`src/design/sha256_pkg.sv`:
```
// SHA-256 constants and round functions shared by the hasher and its checker.
// Holds the initial hash values, the round constant table and the sigma functions.
// Depends on nothing.
package sha256_pkg;

    localparam int unsigned ChainWords  = 8;
    localparam int unsigned WindowWords = 16;
    localparam int unsigned Rounds      = 64;

    localparam logic [5:0] LengthPos = 6'd56;
    localparam logic [7:0] PadMarker = 8'h80;
    localparam logic [2:0] LastIndex = 3'd7;

    localparam logic [31:0] InitHash [ChainWords] = '{
        32'h6A09E667, 32'hBB67AE85, 32'h3C6EF372, 32'hA54FF53A,
        32'h510E527F, 32'h9B05688C, 32'h1F83D9AB, 32'h5BE0CD19
    };

    localparam logic [31:0] RoundK [Rounds] = '{
        32'h428a2f98, 32'h71374491, 32'hb5c0fbcf, 32'he9b5dba5,
        32'h3956c25b, 32'h59f111f1, 32'h923f82a4, 32'hab1c5ed5,
        32'hd807aa98, 32'h12835b01, 32'h243185be, 32'h550c7dc3,
        32'h72be5d74, 32'h80deb1fe, 32'h9bdc06a7, 32'hc19bf174,
        32'he49b69c1, 32'hefbe4786, 32'h0fc19dc6, 32'h240ca1cc,
        32'h2de92c6f, 32'h4a7484aa, 32'h5cb0a9dc, 32'h76f988da,
        32'h983e5152, 32'ha831c66d, 32'hb00327c8, 32'hbf597fc7,
        32'hc6e00bf3, 32'hd5a79147, 32'h06ca6351, 32'h14292967,
        32'h27b70a85, 32'h2e1b2138, 32'h4d2c6dfc, 32'h53380d13,
        32'h650a7354, 32'h766a0abb, 32'h81c2c92e, 32'h92722c85,
        32'ha2bfe8a1, 32'ha81a664b, 32'hc24b8b70, 32'hc76c51a3,
        32'hd192e819, 32'hd6990624, 32'hf40e3585, 32'h106aa070,
        32'h19a4c116, 32'h1e376c08, 32'h2748774c, 32'h34b0bcb5,
        32'h391c0cb3, 32'h4ed8aa4a, 32'h5b9cca4f, 32'h682e6ff3,
        32'h748f82ee, 32'h78a5636f, 32'h84c87814, 32'h8cc70208,
        32'h90befffa, 32'ha4506ceb, 32'hbef9a3f7, 32'hc67178f2
    };

    // rotate right by a constant amount
    function automatic logic [31:0] rotr(input logic [31:0] x, input int unsigned n);
        return (x >> n) | (x << (32 - n));
    endfunction

    function automatic logic [31:0] big_sigma0(input logic [31:0] x);
        return rotr(x, 2) ^ rotr(x, 13) ^ rotr(x, 22);
    endfunction

    function automatic logic [31:0] big_sigma1(input logic [31:0] x);
        return rotr(x, 6) ^ rotr(x, 11) ^ rotr(x, 25);
    endfunction

    function automatic logic [31:0] small_sigma0(input logic [31:0] x);
        return rotr(x, 7) ^ rotr(x, 18) ^ (x >> 3);
    endfunction

    function automatic logic [31:0] small_sigma1(input logic [31:0] x);
        return rotr(x, 17) ^ rotr(x, 19) ^ (x >> 10);
    endfunction

endpackage

```
`src/design/sha256_stream_hasher.sv`:
```
// Streaming SHA-256 hasher: byte absorb, padding sequencer and one shared round unit.
// Depends on sha256_pkg.
//
// Usage: the input channel (in_valid / in_stall) carries one request per item:
// operation 0 absorbs message_byte, operation 1 finishes the message. The output
// channel (out_valid / out_stall) then carries the eight digest words, H0 first,
// with word_index on every word and last_word on the eighth.
// An absorbed byte is written into the message window; every 64th byte adds one block
// compression (64 rounds, one per cycle, plus the chaining add).
// While a block compresses, in_stall holds off further bytes, set by the single round unit.
// A finish writes the padding bytes (up to 64, the 0x80 marker first), the length
// field, then runs one or two compressions and delivers the eight digest words.
// in_stall is high whenever the block is busy or a digest is still being delivered.
// A stalled digest word holds; the block waits until all eight words are taken,
// then reinitializes for the next message.
// Reset clears the chaining words to the initial hash, the byte count and the
// position; the block leaves reset idle, ready to accept a request.
module sha256_stream_hasher (
    input  logic        clk,
    input  logic        rst_n,
    input  logic        in_valid,
    output logic        in_stall,
    input  logic        operation,
    input  logic [7:0]  message_byte,
    output logic        out_valid,
    input  logic        out_stall,
    output logic [31:0] digest_word,
    output logic [2:0]  word_index,
    output logic        last_word
);

    typedef enum logic [2:0] {
        ST_IDLE,
        ST_PAD,
        ST_ROUND,
        ST_FOLD,
        ST_OUT
    } state_t;

    // what follows a block compression
    typedef enum logic [1:0] {
        CTX_ABSORB,
        CTX_PAD,
        CTX_DIGEST
    } ctx_t;

    state_t      state_reg, state_next;
    ctx_t        ctx_reg, ctx_next;
    logic        long_reg, long_next;
    logic [5:0]  pos_reg, pos_next;
    logic [63:0] bits_reg, bits_next;
    logic [5:0]  round_reg, round_next;
    logic [2:0]  idx_reg, idx_next;
    logic [31:0] chain_reg [sha256_pkg::ChainWords];
    logic [31:0] chain_next [sha256_pkg::ChainWords];
    logic [31:0] work_reg [sha256_pkg::ChainWords];
    logic [31:0] work_next [sha256_pkg::ChainWords];
    logic [31:0] w_reg [sha256_pkg::WindowWords];
    logic [31:0] w_next [sha256_pkg::WindowWords];

    logic        in_take;
    logic [31:0] t1, t2, sched_word;

    assign in_take = in_valid && (state_reg == ST_IDLE);

    // round unit: one SHA-256 round and one schedule word per cycle
    always_comb
    begin
        t1 = work_reg[7] + sha256_pkg::big_sigma1(work_reg[4])
           + ((work_reg[4] & work_reg[5]) ^ (~work_reg[4] & work_reg[6]))
           + sha256_pkg::RoundK[round_reg] + w_reg[0];
        t2 = sha256_pkg::big_sigma0(work_reg[0])
           + ((work_reg[0] & work_reg[1]) ^ (work_reg[0] & work_reg[2])
              ^ (work_reg[1] & work_reg[2]));
        sched_word = w_reg[0] + sha256_pkg::small_sigma0(w_reg[1]) + w_reg[9]
                   + sha256_pkg::small_sigma1(w_reg[14]);
    end

    // sequencer
    always_comb
    begin
        state_next = state_reg;
        ctx_next   = ctx_reg;
        long_next  = long_reg;
        pos_next   = pos_reg;
        bits_next  = bits_reg;
        round_next = round_reg;
        idx_next   = idx_reg;
        chain_next = chain_reg;
        work_next  = work_reg;
        w_next     = w_reg;

        case (state_reg)
            ST_IDLE:
            begin
                if (in_take)
                begin
                    pos_next = pos_reg + 6'd1;
                    if (operation == 1'b0)
                    begin
                        w_next[pos_reg[5:2]][{~pos_reg[1:0], 3'b000} +: 8] = message_byte;
                        bits_next = bits_reg + 64'd8;
                        ctx_next  = CTX_ABSORB;
                    end
                    else
                    begin
                        w_next[pos_reg[5:2]][{~pos_reg[1:0], 3'b000} +: 8] =
                            sha256_pkg::PadMarker;
                        long_next  = (pos_reg >= sha256_pkg::LengthPos);
                        ctx_next   = CTX_PAD;
                        state_next = ST_PAD;
                    end
                    // block full: compress
                    if (pos_reg == 6'd63)
                    begin
                        long_next  = 1'b0;
                        round_next = '0;
                        work_next  = chain_reg;
                        state_next = ST_ROUND;
                    end
                end
            end

            ST_PAD:
            begin
                if (pos_reg == sha256_pkg::LengthPos && !long_reg)
                begin
                    // length field, big-endian
                    w_next[14] = bits_reg[63:32];
                    w_next[15] = bits_reg[31:0];
                    ctx_next   = CTX_DIGEST;
                    round_next = '0;
                    work_next  = chain_reg;
                    state_next = ST_ROUND;
                end
                else
                begin
                    w_next[pos_reg[5:2]][{~pos_reg[1:0], 3'b000} +: 8] = 8'h00;
                    pos_next = pos_reg + 6'd1;
                    if (pos_reg == 6'd63)
                    begin
                        long_next  = 1'b0;
                        ctx_next   = CTX_PAD;
                        round_next = '0;
                        work_next  = chain_reg;
                        state_next = ST_ROUND;
                    end
                end
            end

            ST_ROUND:
            begin
                work_next[0] = t1 + t2;
                work_next[1] = work_reg[0];
                work_next[2] = work_reg[1];
                work_next[3] = work_reg[2];
                work_next[4] = work_reg[3] + t1;
                work_next[5] = work_reg[4];
                work_next[6] = work_reg[5];
                work_next[7] = work_reg[6];
                for (int i = 0; i < sha256_pkg::WindowWords - 1; i++)
                begin
                    w_next[i] = w_reg[i + 1];
                end
                w_next[sha256_pkg::WindowWords - 1] = sched_word;
                round_next = round_reg + 6'd1;
                if (round_reg == 6'd63)
                begin
                    state_next = ST_FOLD;
                end
            end

            ST_FOLD:
            begin
                for (int i = 0; i < sha256_pkg::ChainWords; i++)
                begin
                    chain_next[i] = chain_reg[i] + work_reg[i];
                end
                case (ctx_reg)
                    CTX_ABSORB: state_next = ST_IDLE;
                    CTX_PAD:    state_next = ST_PAD;
                    CTX_DIGEST:
                    begin
                        idx_next   = '0;
                        state_next = ST_OUT;
                    end
                    default:    state_next = ST_IDLE;
                endcase
            end

            ST_OUT:
            begin
                if (!out_stall)
                begin
                    idx_next = idx_reg + 3'd1;
                    if (idx_reg == sha256_pkg::LastIndex)
                    begin
                        chain_next = sha256_pkg::InitHash;
                        bits_next  = '0;
                        pos_next   = '0;
                        state_next = ST_IDLE;
                    end
                end
            end

            default:
            begin
                state_next = ST_IDLE;
            end
        endcase
    end

    // state, control and chaining registers
    always_ff @(posedge clk or negedge rst_n)
    begin
        if (!rst_n)
        begin
            state_reg <= ST_IDLE;
            ctx_reg   <= CTX_ABSORB;
            long_reg  <= 1'b0;
            pos_reg   <= '0;
            bits_reg  <= '0;
            round_reg <= '0;
            idx_reg   <= '0;
            chain_reg <= sha256_pkg::InitHash;
        end
        else
        begin
            state_reg <= state_next;
            ctx_reg   <= ctx_next;
            long_reg  <= long_next;
            pos_reg   <= pos_next;
            bits_reg  <= bits_next;
            round_reg <= round_next;
            idx_reg   <= idx_next;
            chain_reg <= chain_next;
        end
    end

    // window and working words carry no reset
    always_ff @(posedge clk)
    begin
        work_reg <= work_next;
        w_reg    <= w_next;
    end

    // ports
    assign in_stall    = (state_reg != ST_IDLE);
    assign out_valid   = (state_reg == ST_OUT);
    assign digest_word = chain_reg[idx_reg];
    assign word_index  = idx_reg;
    assign last_word   = (idx_reg == sha256_pkg::LastIndex);

endmodule

```
`config.mk`:
```
export PLATFORM = sky130hd
export DESIGN_NAME = sha256_stream_hasher
export DESIGN_NICKNAME = d
export VERILOG_FILES = /design/src/design/sha256_pkg.sv /design/src/design/sha256_stream_hasher.sv
export SDC_FILE = /design/constraint.sdc
export NUM_CORES = 2
export LEC_CHECK = 0
export BUFFER_PORTS_ARGS = -buffer_cell sky130_fd_sc_hd__buf_4
export CORE_ASPECT_RATIO = 0.5
export CORE_MARGIN = 1.5
export CORE_UTILIZATION = 54
export DETAILED_ROUTE_END_ITERATION = 10
export PLACE_DENSITY = 0.76
export SYNTH_ARGS = -nofsm -noshare
export SYNTH_HDL_FRONTEND = slang
export SYNTH_SLANG_ARGS = --single-unit
```
`constraint.sdc`:
```
create_clock -name clk -period 10.4 [get_ports clk]
set_input_delay 1.04 -clock clk [delete_from_list [all_inputs] [get_ports clk]]
set_output_delay 1.04 -clock clk [all_outputs]
set_load 0.02 [all_outputs]
```
==> impl_metrics.csv <==
group,metric,value,unit
run_status,status,"complete, but fails checks",
run_status,violations,"DRC",
yosys,ys_top_cells_by_count,"edfxtp_1, nand2_1, inv_1, o21ai_0, a21oi_1",
die,dieArea,154000,µm²
final_layout,regArea,31710,µm²
routing,routed_wl,284200,µm
critical_path,rrSetupSlack,1.38,ns
final_layout,drive_above_1_share,7.707,%
sta,worstMarginPinSlew,1.125,ns
final_layout,multi_input_area,45360,µm²
yosys,yosys.cell_types.count,96,
sta,setup_viol,0,
final_layout,nNetsFinal,8855,
routing,vias,71160,
yosys,ys.flop_type,"edfxtp_1",
clocking,cts_tree,"done",
critical_path,setup.worst_path.end_class,"flop",
clocking,clock_latency,0.75,ns
global_routing,gr-usage-met2,53.32,%
yosys,syn-cell-area,81790,µm²
critical_path,cp.arrival,9.47,ns
sta,period_share,86.69,%
global_routing,grt_pass1_wl,424900,µm
yosys,yosysTopAreaCellShare,28.20,%
die,start_util,54.70,%
clocking,htree_levels,3,
sta,skew,0.04071,ns
min_path,hold_path_class,"in2async",
global_routing,grt-ovfl-total,0,
yosys,seq_area_frac_synth,38.74,%
clocking,clockBufferDepth,3,
final_layout,largest_reg_flops,512,
routing,dr.pass1.iters,11,
yosys,syn_avg_cell_area,9.503,µm²
clocking,cts_root_buf,"clkbuf_16",
clocking,post_cts_buffers,0,
routing,avgRoutedWirePerCell,27.53,µm
global_routing,grt_max_degree,200,
yosys,ys_warn_count,0,
critical_path,rr_worst_depth,34,
sta,setup_tns,0,ns
clocking,cts_buffers,104,
final_layout,syn_to_final_growth,6.335,%
yosys,yosysMostFrequentCell,"edfxtp_1",
global_routing,use_met1,51.51,%
clocking,clk_pin_slew_worst_paths,0.07,ns
global_routing,met3_usage,7.899,%
sta,hold_viol_final,0,
critical_path,r2r-end,"work_reg[254]",
final_layout,fillers,12680,
critical_path,r2r_start,"round_reg[1]",
die,fp.dieW,553.4,µm
clocking,cts_hold_buf,0,
routing,post-route-drc-count,1,
yosys,synth-seq-cells,1106,
critical_path,path_common_cell,"inv_1",
routing,first_iter_violations,11590,
critical_path,crit_required,10.86,ns
die,rows,100,
clocking,cts_resized,0,
critical_path,startpoint_type,"flop",
yosys,yosys.area.top_type,"edfxtp_1",
place,gp_congestion,1.021,
place,dp_hpwl,202100,µm
global_routing,grt-busiest-layer,"met2",
yosys,synthCells,8607,
yosys,synth_edf_count,768,
yosys,syn-num-nets,9223,
sta,rsz0062_at_grt,"no",
yosys,async_flop_share,30.56,%
sta,fmaxAchievable,110.9,MHz
critical_path,slowest_delay,0.62,ns
die,fp.dieH,278.2,µm
place,portBuffers,50,
sta,drv_slew,0,
critical_path,crit_start,"round_reg[1]",
die,pin_count,51,
run,max_cap_viol_count,0,
critical_path,cp_slowest_cell,"fa_1",
critical_path,crit_type,"reg2reg",
routing,drt-vias-per-instance,6.895,
global_routing,track_usage,36.04,%
critical_path,cp_max_fo,12,
routing,antenna_left,0,
global_routing,antenna_found_initial,8,
global_routing,grt_pass1_vias,65820,
yosys,synth.area.top_cells,"edfxtp_1, ha_1, dfrtp_1",
sta,relSlewSlack,24.71,%
clocking,clkSinkCount,1106,
sta,period_minus_slack,9.016,ns
die,core_area,149500,µm²
==> metrics by stage <==
stage	util (%)	setup WS, ns	area (µm²)	cells	hold WS, ns
6_report	58.17	1.384	86970	10320	0.2650
5_1_grt	58.17	0.9343	86970	10320	0.2846
4_1_cts	58.17	1.492	86970	10320	0.2779
3_5_place_dp	55.74	1.507	83330	10120	0.4863
3_3_place_gp	55.74	1.547	83330	10120	0.4792
2_1_floorplan	-	2.271	81790	8607	0.4489
==> worst max path at each step <==
| stage | end | slack [ns] | cells after the start |
|---|---|---|---|
| floorplan | w_reg[100] | 2.27 | 6 |
| global placement | work_reg[254] | 1.55 | 34 |
| detailed placement | work_reg[254] | 1.51 | 34 |
| CTS | work_reg[254] | 1.49 | 34 |
| global route | work_reg[255] | 0.93 | 36 |
| finish | work_reg[254] | 1.38 | 34 |
==> area by class of cell <==
class                           count  share of cell area, %
Antenna cell                        2               0.005754
Multi-Input combinational cell   6204                  52.16
Tap cell                         1989                  2.861
Timing Repair Buffer              156                  1.456
Clock buffer                      134                  3.179
Sequential cell                  1106                  36.45
Clock inverter                     63                 0.9998
Inverter                          667                  2.887
==> worst max-delay path, delay by kind of cell, from the launching register on <==
family,cells,cell delay [ns]
xor gates and xnor gates,2,0.40
buffers and inverters,7,1.00
adders and majority gates,6,2.31
AOI/OAI and AO/OA,14,3.70
DFF,1,0.38
and+or+nand+nor,5,0.94
==> placed cells by master, fill, tap and decap left out, types with 225 or more instances in the layout <==
cell / netlist / layout
xnor2_1: 309 / 309
a21oi_1: 578 / 577
edfxtp_1: 768 / 768
xor2_1: 293 / 293
ha_1: 407 / 407
o211ai_1: 225 / 225
nand2_1: 687 / 681
inv_1: 667 / 665
o21ai_0: 661 / 657
nor2_1: 432 / 429
nand3_1: 391 / 391
==> routing by layer <==
| layer | wire length [µm] | vias up |
|---|---|---|
| met5 | 170 | - |
| met4 | 12700 | 6 |
| met3 | 35040 | 631 |
| met1 | 114900 | 34620 |
| li1 | - | 31350 |
| met2 | 121300 | 4560 |
==> cells by family (layout without fill, tap and decap cells) <==
group	count (synthesis)	in the layout	share of synthesized area, %
buffers and inverters	1297	1020	5.961
xor gates and xnor gates	604	604	6.503
adders and majority gates	606	606	11.06
and+or+nand+nor	2044	2044	11.54
AOI/OAI and AO/OA	2798	2798	23.25
DFF	1106	1106	38.74
other	0	2	0
muxes	152	152	2.945
Power is not shown: default switching activity piles up to over one toggle a cycle in this logic, so the estimate is an artifact.
